===== src/rtl/htsf_pkg.sv =====
`timescale 1ns / 1ps

package htsf_pkg;

  // Fixed-point widths: values are signed Q24.16, sums are carried wide.
  localparam int VAL_W = 40;
  localparam int ACC_W = 60;
  localparam int DIFF_W = 42;
  localparam int WGT_W = 16;
  localparam int MOP_W = 22;
  localparam int MUL_W = WGT_W + 1 + MOP_W;
  localparam int MUL_SPLIT = 21;
  localparam int FRAC_BITS = 16;
  localparam int HORIZON_W = 5;
  localparam int STEP_W = 5;

  localparam int HORIZON_MAX_DEF = 16;
  localparam int SAMPLE_BITS_DEF = 16;

  // Configuration port.
  localparam int CFG_IDX_W = 2;
  localparam int CFG_DATA_W = 16;
  localparam logic [CFG_IDX_W-1:0] CFG_ALPHA = 2'd0;
  localparam logic [CFG_IDX_W-1:0] CFG_BETA = 2'd1;
  localparam logic [CFG_IDX_W-1:0] CFG_HORIZON = 2'd2;

  localparam logic [WGT_W-1:0] ALPHA_RST = 16'd32768;
  localparam logic [WGT_W-1:0] BETA_RST = 16'd32768;
  localparam logic [HORIZON_W-1:0] HORIZON_RST = 5'd1;

  localparam logic signed [ACC_W-1:0] ROUND_HALF = 60'sd32768;
  localparam logic signed [ACC_W-1:0] MAX40 = 60'sd549755813887;
  localparam logic signed [ACC_W-1:0] MIN40 = -60'sd549755813888;

  // Series phase codes.
  localparam logic [1:0] PH_NONE = 2'd0;
  localparam logic [1:0] PH_ONE = 2'd1;
  localparam logic [1:0] PH_RUN = 2'd2;

  typedef enum logic [1:0] {
    ALU_ADD,
    ALU_SUB,
    ALU_MUL_LO,
    ALU_MUL_HI
  } alu_op_t;

  typedef struct packed {
    alu_op_t op;
    logic [ACC_W-1:0] a;
    logic [ACC_W-1:0] b;
    logic [WGT_W-1:0] w;
    logic [MOP_W-1:0] m;
  } alu_req_t;

  function automatic logic signed [ACC_W-1:0] sext_val(input logic [VAL_W-1:0] v);
    return $signed({{(ACC_W - VAL_W){v[VAL_W-1]}}, v});
  endfunction

  function automatic logic [VAL_W-1:0] sat40(input logic signed [ACC_W-1:0] v);
    logic [VAL_W-1:0] r;
    if (v > MAX40) begin
      r = MAX40[VAL_W-1:0];
    end else if (v < MIN40) begin
      r = MIN40[VAL_W-1:0];
    end else begin
      r = v[VAL_W-1:0];
    end
    return r;
  endfunction

endpackage


===== src/rtl/htsf_alu.sv =====
`timescale 1ns / 1ps

module htsf_alu import htsf_pkg::*; (
  input  alu_req_t                 req,
  output logic signed [ACC_W-1:0]  result
);

  logic signed [MUL_W-1:0] prod;
  logic signed [ACC_W-1:0] prod_ext;
  logic signed [ACC_W-1:0] term;

  // A 42-bit operand is multiplied in two halves of 21 bits on successive cycles.
  assign prod = $signed({1'b0, req.w}) * $signed(req.m);
  assign prod_ext = $signed({{(ACC_W - MUL_W){prod[MUL_W-1]}}, prod});

  always_comb begin
    case (req.op)
      ALU_ADD:    term = $signed(req.b);
      ALU_SUB:    term = -$signed(req.b);
      ALU_MUL_LO: term = prod_ext;
      ALU_MUL_HI: term = prod_ext <<< MUL_SPLIT;
      default:    term = $signed(req.b);
    endcase
  end

  assign result = $signed(req.a) + term;

endmodule


===== src/rtl/holt_trend_smoothing_forecaster_core.sv =====
`timescale 1ns / 1ps

// Sequence: a sample that opens a series goes straight to the forecast steps; the second
// sample first sets the trend (S_WARM), and it and any later one then update level and trend.
// A new sample is taken only in S_IDLE, after the last forecast of the horizon is sent;
// forecasts go out one per cycle unless out_ready stalls them; one shared
// adder/multiplier does one operation per cycle.
// Reset: rst clears the series phase, the estimates and restores the default registers.
module holt_trend_smoothing_forecaster_core import htsf_pkg::*; #(
  parameter int HORIZON_MAX = HORIZON_MAX_DEF,
  parameter int SAMPLE_BITS = SAMPLE_BITS_DEF
) (
  input  logic                   clk,
  input  logic                   rst,
  input  logic                   in_valid,
  output logic                   in_ready,
  input  logic [SAMPLE_BITS-1:0] sample,
  input  logic                   series_start,
  output logic                   out_valid,
  input  logic                   out_ready,
  output logic [VAL_W-1:0]       forecast_value,
  output logic [STEP_W-1:0]      step_index,
  output logic                   last_step,
  output logic                   warming_up,
  input  logic                   cfg_valid,
  output logic                   cfg_ready,
  input  logic [CFG_IDX_W-1:0]   cfg_index,
  input  logic [CFG_DATA_W-1:0]  cfg_data
);

  localparam int KW = $clog2(HORIZON_MAX + 1);

  typedef enum logic [3:0] {
    S_IDLE,
    S_WARM,
    S_SUM,
    S_DIFF,
    S_LMUL_LO,
    S_LMUL_HI,
    S_LRND,
    S_TDIF,
    S_TSUB,
    S_TMUL_LO,
    S_TMUL_HI,
    S_TRND,
    S_FC0,
    S_EMIT
  } state_t;

  state_t state;

  logic [WGT_W-1:0]     alpha;
  logic [WGT_W-1:0]     beta;
  logic [HORIZON_W-1:0] horizon;

  logic [VAL_W-1:0]        level;
  logic [VAL_W-1:0]        level_prev;
  logic [VAL_W-1:0]        trend;
  logic [1:0]              phase;
  logic signed [ACC_W-1:0] xq;
  logic signed [ACC_W-1:0] r;
  logic [DIFF_W-1:0]       d;
  logic [KW-1:0]           k;
  logic [KW-1:0]           n_eff;

  alu_req_t                req;
  logic signed [ACC_W-1:0] alu_res;
  logic signed [ACC_W-1:0] xq_in;
  logic                    in_acc;
  logic                    out_free;

  htsf_alu u_alu (
    .req    (req),
    .result (alu_res)
  );

  assign in_ready = (state == S_IDLE);
  assign cfg_ready = 1'b1;
  assign in_acc = in_valid && in_ready;
  assign out_free = !out_valid || out_ready;
  assign xq_in = $signed({{(ACC_W - SAMPLE_BITS){sample[SAMPLE_BITS-1]}}, sample}) <<< FRAC_BITS;

  always_comb begin
    if (horizon == '0) begin
      n_eff = KW'(1);
    end else if (int'(horizon) > HORIZON_MAX) begin
      n_eff = KW'(HORIZON_MAX);
    end else begin
      n_eff = KW'(horizon);
    end
  end

  // Operand selection for the shared unit, one operation per sequencer step.
  always_comb begin
    req.op = ALU_ADD;
    req.a = r;
    req.b = sext_val(trend);
    req.w = alpha;
    req.m = $signed({1'b0, d[MUL_SPLIT-1:0]});
    case (state)
      S_WARM: begin
        req.op = ALU_SUB;
        req.a = xq;
        req.b = sext_val(level);
      end
      S_SUM, S_FC0: begin
        req.a = sext_val(level);
      end
      S_DIFF: begin
        req.op = ALU_SUB;
        req.a = xq;
        req.b = r;
      end
      S_LMUL_LO: begin
        req.op = ALU_MUL_LO;
        req.a = r <<< FRAC_BITS;
      end
      S_LMUL_HI: begin
        req.op = ALU_MUL_HI;
        req.m = {d[DIFF_W-1], d[DIFF_W-1:MUL_SPLIT]};
      end
      S_LRND, S_TRND: begin
        req.b = ROUND_HALF;
      end
      S_TDIF: begin
        req.op = ALU_SUB;
        req.a = sext_val(level);
        req.b = sext_val(level_prev);
      end
      S_TSUB: begin
        req.op = ALU_SUB;
      end
      S_TMUL_LO: begin
        req.op = ALU_MUL_LO;
        req.a = sext_val(trend) <<< FRAC_BITS;
        req.w = beta;
      end
      S_TMUL_HI: begin
        req.op = ALU_MUL_HI;
        req.w = beta;
        req.m = {d[DIFF_W-1], d[DIFF_W-1:MUL_SPLIT]};
      end
      default: begin
        req.op = ALU_ADD;
      end
    endcase
  end

  always_ff @(posedge clk) begin
    if (rst) begin
      state <= S_IDLE;
      alpha <= ALPHA_RST;
      beta <= BETA_RST;
      horizon <= HORIZON_RST;
      level <= '0;
      trend <= '0;
      phase <= PH_NONE;
      out_valid <= 1'b0;
    end else begin
      if (cfg_valid && cfg_ready) begin
        case (cfg_index)
          CFG_ALPHA:   alpha <= cfg_data[WGT_W-1:0];
          CFG_BETA:    beta <= cfg_data[WGT_W-1:0];
          CFG_HORIZON: horizon <= cfg_data[HORIZON_W-1:0];
          default:     ;
        endcase
      end

      if (out_valid && out_ready && state != S_EMIT) begin
        out_valid <= 1'b0;
      end

      case (state)
        S_IDLE: begin
          if (in_acc) begin
            xq <= xq_in;
            if (series_start || phase == PH_NONE) begin
              level <= sat40(xq_in);
              trend <= '0;
              phase <= PH_ONE;
              state <= S_FC0;
            end else if (phase == PH_ONE) begin
              state <= S_WARM;
            end else begin
              state <= S_SUM;
            end
          end
        end
        S_WARM: begin
          trend <= sat40(alu_res);
          phase <= PH_RUN;
          state <= S_SUM;
        end
        S_SUM: begin
          r <= alu_res;
          state <= S_DIFF;
        end
        S_DIFF: begin
          d <= alu_res[DIFF_W-1:0];
          state <= S_LMUL_LO;
        end
        S_LMUL_LO: begin
          r <= alu_res;
          state <= S_LMUL_HI;
        end
        S_LMUL_HI: begin
          r <= alu_res;
          state <= S_LRND;
        end
        S_LRND: begin
          level_prev <= level;
          level <= sat40(alu_res >>> FRAC_BITS);
          state <= S_TDIF;
        end
        S_TDIF: begin
          r <= alu_res;
          state <= S_TSUB;
        end
        S_TSUB: begin
          d <= alu_res[DIFF_W-1:0];
          state <= S_TMUL_LO;
        end
        S_TMUL_LO: begin
          r <= alu_res;
          state <= S_TMUL_HI;
        end
        S_TMUL_HI: begin
          r <= alu_res;
          state <= S_TRND;
        end
        S_TRND: begin
          trend <= sat40(alu_res >>> FRAC_BITS);
          state <= S_FC0;
        end
        S_FC0: begin
          r <= alu_res;
          k <= KW'(1);
          state <= S_EMIT;
        end
        S_EMIT: begin
          // The running sum steps on by one trend for each forecast beat sent.
          if (out_free) begin
            out_valid <= 1'b1;
            forecast_value <= sat40(r);
            step_index <= STEP_W'(k);
            last_step <= (k == n_eff);
            warming_up <= (phase == PH_ONE);
            r <= alu_res;
            if (k == n_eff) begin
              state <= S_IDLE;
            end else begin
              k <= k + KW'(1);
            end
          end
        end
        default: begin
          state <= S_IDLE;
        end
      endcase
    end
  end

`ifndef SYNTHESIS
  a_busy_after_accept: assert property (@(posedge clk) disable iff (rst)
    in_valid && in_ready |=> !in_ready)
    else $error("block took a sample while the previous one was still in work");

  a_no_output_after_reset: assert property (@(posedge clk)
    rst |=> !out_valid)
    else $error("forecast beat present straight after reset");

  a_step_nonzero: assert property (@(posedge clk) disable iff (rst)
    out_valid |-> step_index != '0)
    else $error("forecast beat with step index zero");

  a_last_matches_horizon: assert property (@(posedge clk) disable iff (rst)
    out_valid && last_step |-> step_index == STEP_W'(n_eff))
    else $error("last forecast beat does not match the horizon");
`endif

endmodule

===== config.mk =====
export PLATFORM = sky130hd
export DESIGN_NAME = holt_trend_smoothing_forecaster_core
export DESIGN_NICKNAME = d
export VERILOG_FILES = /design/src/rtl/htsf_pkg.sv /design/src/rtl/htsf_alu.sv /design/src/rtl/holt_trend_smoothing_forecaster_core.sv
export SDC_FILE = /design/constraint.sdc
export NUM_CORES = 2
export LEC_CHECK = 0
export ABC_AREA = 1
export BUFFER_PORTS_ARGS = -buffer_cell sky130_fd_sc_hd__buf_2
export CAP_MARGIN = 5
export CORE_MARGIN = 4
export CORE_UTILIZATION = 55
export DETAILED_ROUTE_END_ITERATION = 10
export GPL_TIMING_DRIVEN = 0
export PLACE_DENSITY = 0.78
export SLEW_MARGIN = 5
export SYNTH_ARGS = -nofsm -noshare
export SYNTH_HDL_FRONTEND = slang
export SYNTH_SLANG_ARGS = --single-unit

===== constraint.sdc =====
create_clock -name clk -period 13.4 [get_ports clk]
set_clock_uncertainty 0.15 [all_clocks]
set_input_delay 2.01 -clock clk [delete_from_list [all_inputs] [get_ports clk]]
set_output_delay 2.01 -clock clk [all_outputs]
set_load 0.03 [all_outputs]

=== After elaboration in Yosys (flattened, before gate mapping) ===
Index checks and enable logic that the tools add are counted.

* Add/sub/neg operators: 3
* Multiply operators: 1
* Magnitude comparators: 9
* Eq/ne operators: 26
* Muxes and demuxes: 38
* Bitwise gates (word level): 1
* Reductions and logical operators: 38

{| class="wikitable"
|+ Operator list
! operator !! number
|-
| $pmux 60 s4 || 3
|-
| $mux 40 || 11
|-
| $gt 60x40->1 const B || 2
|-
| $lt 60x40->1 const B || 2
|-
| $pmux 40 s3 || 1
|-
| $pmux 60 s2 || 1
|-
| $pmux 40 s2 || 1
|-
| $add 60x60->60 || 1
|-
| $mux 60 || 1
|-
| $neg 60->60 || 1
|-
| $pmux 4 s14 || 1
|-
| $gt 44x40->1 const B || 1
|-
| $lt 44x40->1 const B || 1
|-
| $gt 32x40->1 const B || 1
|-
| $lt 32x40->1 const B || 1
|-
| $mul 17x22->39 || 1
|-
| $eq 4x4->1 const B || 6
|-
| $mux 22 || 1
|-
| $reduce_and 3->1 || 7
|-
| $mux 5 || 4
|-
| $eq 4x3->1 const B || 4
|-
| $mux 16 || 1
|-
| $mux 4 || 4
|-
| $reduce_or 2->1 || 6
|-
| other kinds (29) || 53
|}

* Register bits: 334
* Input bits: 40
* Output and inout port bits: 50
* Word-level logic and storage cells: 133

=== Depth between registers and ports, before layout ===
* Depth after elaboration: 10
* Gate-level depth with buffers: 67
* Depth with buffers taken out: 64

=== Modules after synthesis ===
Synthesis repeated with hierarchy kept, for this count alone.

* Cell total of the unflattened synthesis: 5470
* Area, all modules: 38125.3 sq um

{| class="wikitable"
|+ By module, submodules not included
! module !! instances !! cells an instance !! area an instance (sq um) !! seq. area each (sq um)
|-
| htsf_alu || 1 || 3624 || 22430.3 || 0.0
|-
| holt_trend_smoothing_forecaster_core || 1 || 1846 || 15695.1 || 8788.4
|}

=== Worst setup path before layout ===
Ideal clock, no wire load.

* Kind: reg-to-reg
* Start: reg state[0]
* End: reg trend[22]
* Setup time: 0.117 ns
* Arrival time: 10.481 ns
* Data required time: 13.133 ns
* Slack: 2.652 ns
* Cell stages (with the launch flop): 56
* Buffers on the path: 6
* Clock period less this slack: 10.748 ns
* Path through: dfxtp_1 > inv_1 > nor2_2 > inv_1 > a21oi_1 > clkbuf_1 > buf_1 > nand2_1 > o21ai_1 > clkbuf_1 > nand2_1 > fa_1 > inv_1 > fa_1 > fa_1 > fa_1 > fa_1 > inv_1 > (+20 left out) > inv_1 > nor3_1 > nand2_1 > nor3_1 > nand2_1 > nand3b_1 > nand2_1 > o211ai_1 > xor2_1 > inv_1 > nand3_1 > nand3_1 > buf_4 > buf_4 > nand2_1 > a21oi_1 > nor2_1 > nor2_1

* Longest elaborated chain between the ends: 10
* Elaborated cells on any way between the ends: 47
* Those cells by class: add/sub (2); mul (1); order compare (4); eq/ne (17); mux (11); reduce/logical (12)

{| class="wikitable"
|+ RTL lines
! what !! RTL line !! text
|-
| from (decl) || holt_trend_smoothing_forecaster_core.sv:50 || <nowiki>state_t state;</nowiki>
|-
| from (signal assigned) || holt_trend_smoothing_forecaster_core.sv:151 || <nowiki>state <= S_IDLE;</nowiki>
|-
| from (signal assigned) || holt_trend_smoothing_forecaster_core.sv:181 || <nowiki>state <= S_FC0;</nowiki>
|-
| from (signal assigned) || holt_trend_smoothing_forecaster_core.sv:183 || <nowiki>state <= S_WARM;</nowiki>
|-
| $eq 4x4->1 (tied with other cells) || holt_trend_smoothing_forecaster_core.sv:100 || <nowiki>case (state)</nowiki>
|-
| $reduce_or 2->1 (no source line) (tied with other cells) || -- ||
|-
| $mux 16 (tied with other cells) || holt_trend_smoothing_forecaster_core.sv:100 ||
|-
| $mul 17x22->39 (tied with other cells) || htsf_alu.sv:13 || <nowiki>assign prod = $signed({1'b0, req.w}) * $signed(req.m);</nowiki>
|-
| $pmux 60 s4 || htsf_alu.sv:17 || <nowiki>case (req.op)</nowiki>
|-
| $add 60x60->60 || htsf_alu.sv:26 || <nowiki>assign result = $signed(req.a) + term;</nowiki>
|-
| $lt 60x40->1 / $lt 44x40->1 (equally long branches) || htsf_pkg.sv:63 || <nowiki>end else if (v < MIN40) begin</nowiki>
|-
| $mux 40 || htsf_pkg.sv:63 ||
|-
| $mux 40 || htsf_pkg.sv:61 || <nowiki>if (v > MAX40) begin</nowiki>
|-
| $pmux 40 s3 || holt_trend_smoothing_forecaster_core.sv:173 || <nowiki>case (state)</nowiki>
|-
| to (signal assigned) || holt_trend_smoothing_forecaster_core.sv:190 || <nowiki>trend <= sat40(alu_res);</nowiki>
|-
| to (signal assigned) || holt_trend_smoothing_forecaster_core.sv:232 || <nowiki>trend <= sat40(alu_res >>> FRAC_BITS);</nowiki>
|-
| to (decl) || holt_trend_smoothing_forecaster_core.sv:58 || <nowiki>logic [VAL_W-1:0] trend;</nowiki>
|}

Parallel ways exist; a longest one is shown, timed or not.
A chain may end at the register's enable or synchronous reset.

=== Worst setup path in the final report ===
* Start: reg state[0]
* End: reg trend[28]

Same word-level chain as after synthesis.

==> flow_summary.json <==
{
  "die_h_um": 267,
  "clk_path_buf_depth": 3,
  "syn_to_final_growth_pct": 8.82,
  "wirelength_mm": 165,
  "cts_buffers": 35,
  "vias": 38000,
  "max_cap_violations": 4,
  "clock.fmax_ghz": 0.0773,
  "synth.distinct_cells": 60,
  "synthArstFlopShare": 0,
  "antenna_found_initial": 16,
  "initial_core_util": 0.557,
  "place_congestion": 1.17,
  "grtUsageTotal": 0.458,
  "die_w_um": 267,
  "synth_top_cell_by_area": "fa_1",
  "endpoint_kind": "register",
  "required_ns": 13.69,
  "setup_ws_ns": 0.460,
  "clk_latency_ns": 0.57,
  "crit_top_cell": "nand2_1",
  "wl_per_cell_um": 26.4,
  "hpwlAfterDp_mm": 137,
  "yosys-top-cells-count": "1238 x nand2_1, 1013 x inv_1, 652 x nor2_1",
  "drt_iter0_markers": 5136,
  "grt_pass1_wl_mm": 237,
  "dp_slack_ns": -1.03,
  "drtAntennaViolNets": 0,
  "first_pass_iters": 6,
  "syn_area_mm2": 0.0368,
  "synth_nets": 5753,
  "slew_headroom": -0.0967,
  "clkTransAtPathRegs_ns": 0.07,
  "synth_top_area_frac": 0.191,
  "rows": 94,
  "violations": "max-capacitance violations, max-slew violations",
  "synth_most_common_cell": "nand2_1",
  "ys.flop_type": "edfxtp_1",
  "cp_data_arrival_time_ns": 13.23,
  "cts_sinks": 334,
  "timing.final.hold_violations": 0,
  "rsz0062_at_grt": "false",
  "multi_input_area_mm2": 0.0235,
  "drc": 0,
  "yosys_warnings": 0,
  "io_pins": 90,
  "layout-drive-gt1-share": 0.0577,
  "cts_tree": "done",
  "min_path_type": "register to register",
  "period_needed_ns": 12.94,
  "fin_area_mm2": 0.0400,
  "critical-path-max-stage-delay_ns": 0.55,
  "finalSetupViolations": 0,
  "dieArea_mm2": 0.0710,
  "ff_latch_area_mm2": 0.00879,
  "status": "complete, but fails checks",
  "finalCritPeriodShare": 0.966,
  "yosys-top-cells-area": "fa_1 19%, edfxtp_1 17%, nand2_1 13%",
  "cts_root_buf": "clkbuf_16",
  "finalNonFillerCells": 6247,
  "viasPerCell": 6.08,
  "place_inst": 6167,
  "placed_area_mm2": 0.0385,
  "hold_buffers": 0,
  "crit_slowest_cell": "fa_1",
  "coreArea_mm2": 0.0660,
  "final.setup.tns_ns": 0,
  "critPathLaunchType": "register",
  "grt_start_max_net_pins": 37,
  "critical_path_class": "register to register",
  "yosys_register_bits": 334,
  "worst-path-max-fanout": 10,
  "worst_slew_pin_slew_ns": 1.64,
  "cts_htree_levels": 2,
  "overflow": 0,
  "postSynthAreaPerCell_um2": 7.06,
  "nets": 5894,
  "syn_inst": 5205,
  "grt_pass1_vias": 36200,
  "port_buffers": 87,
  "synth_edf_count": 210,
  "final_max_slew_viol_count": 17,
  "fillers": 6190,
  "ys_seq_area_frac": 0.239
}
[final timing paths]
kind	startpoint	end	slack, ns	cells after the start
setup / recovery	state[0]	trend[28]	0.46	59
hold / removal	level[36]	level_prev[36]	0.30	0
setup reg to reg	state[0]	trend[28]	0.46	59
hold reg to reg	level[36]	level_prev[36]	0.30	0
[stage by stage]
| stage | hold WS, ns | utilization |
|---|---|---|
| after floorplan | 0.258 | - |
| after global placement | 0.260 | 0.580 |
| after detailed placement | 0.281 | 0.584 |
| after CTS | 0.294 | 0.603 |
| after global routing | 0.298 | 0.606 |
| final | 0.298 | 0.606 |
[cell usage in the layout, fill, tap and decap left out, drive strengths merged, types with 11 or more instances in the layout]
cell and instances:
o211ai 20, or2 20, buf 142, dfxtp 124, xnor2 27, o21ai 330
clkbuf 191, xor2 48, o2111ai 31, a22oi 21, a21oi 259, diode 11
nor4 12, o21bai 13, ha 158, nand2 1245, o22ai 11, a31oi 15
nor3 33, fa 350, edfxtp 210, inv 1026, nand4 50, nor2 661
clkinv 19, nand3 272, o221ai 11
[layer usage]
metal / up-vias / GRT usage / share of wire / routed length [um]
met5: - / 0 / 0.00023 / 38
met4: 6 / 0.336 / 0.097 / 16100
met3: 738 / 0.110 / 0.12 / 19600
met2: 2766 / 0.709 / 0.43 / 70800
met1: 17900 / 0.562 / 0.35 / 58600
li1: 16600 / - / - / -
[cell families (layout without fill, tap and decap cells)]
| kind of cell | after synthesis | after routing | synth area share |
|---|---|---|---|
| AOI/OAI and AO/OA | 760 | 760 | 0.117 |
| xor gates and xnor gates | 75 | 75 | 0.0179 |
| adders and majority gates | 508 | 508 | 0.244 |
| buffers and inverters | 1218 | 1385 | 0.127 |
| DFF | 334 | 334 | 0.239 |
| other | 1 | 12 | 0.000102 |
| and+or+nand+nor | 2309 | 2309 | 0.255 |
[flip-flops by register name, indices dropped and copies added, names as in the netlist]
| signal | cells |
|---|---|
| beta | 16 |
| r | 60 |
| horizon | 5 |
| step_index | 5 |
| level | 40 |
| trend | 40 |
| warming_up | 1 |
| d | 42 |
| out_valid | 1 |
| alpha | 16 |
| k | 5 |
| level_prev | 40 |
| forecast_value | 40 |
| phase | 2 |
| xq | 16 |
| state | 4 |
| last_step | 1 |
[critical path: cells and delay by family (launching register included)]
kind                     cells  cell delay (ns)
adder cells (fa/ha/maj)      8             3.94
flip-flops                   1             0.38
AND/OR/NAND/NOR             25             3.66
AO/OA/AOI/OAI               10             2.06
buffers and inverters       16             2.62
[cell type report]
cell class / count / share of cell area
multi-input combinational: 3653 / 0.588
sequential: 334 / 0.220
inverter: 1032 / 0.0969
tap: 864 / 0.0270
clock buffer: 43 / 0.0239
buffer: 186 / 0.0209
timing repair buffer: 104 / 0.0163
clock inverter: 20 / 0.00663
antenna: 11 / 0.000688
[repair_timing]
| item | in CTS | in global routing |
|---|---|---|
| gates resized for setup | 18 | 82 |
| setup endpoints to repair | 81 | 83 |
| pin swaps | 0 | 4 |
| setup buffers | 0 | 6 |
| gates cloned | 0 | 0 |
Power is left out: the tool's default activity adds up to more than one toggle a clock period on the data nets, which glitch-free logic cannot reach.
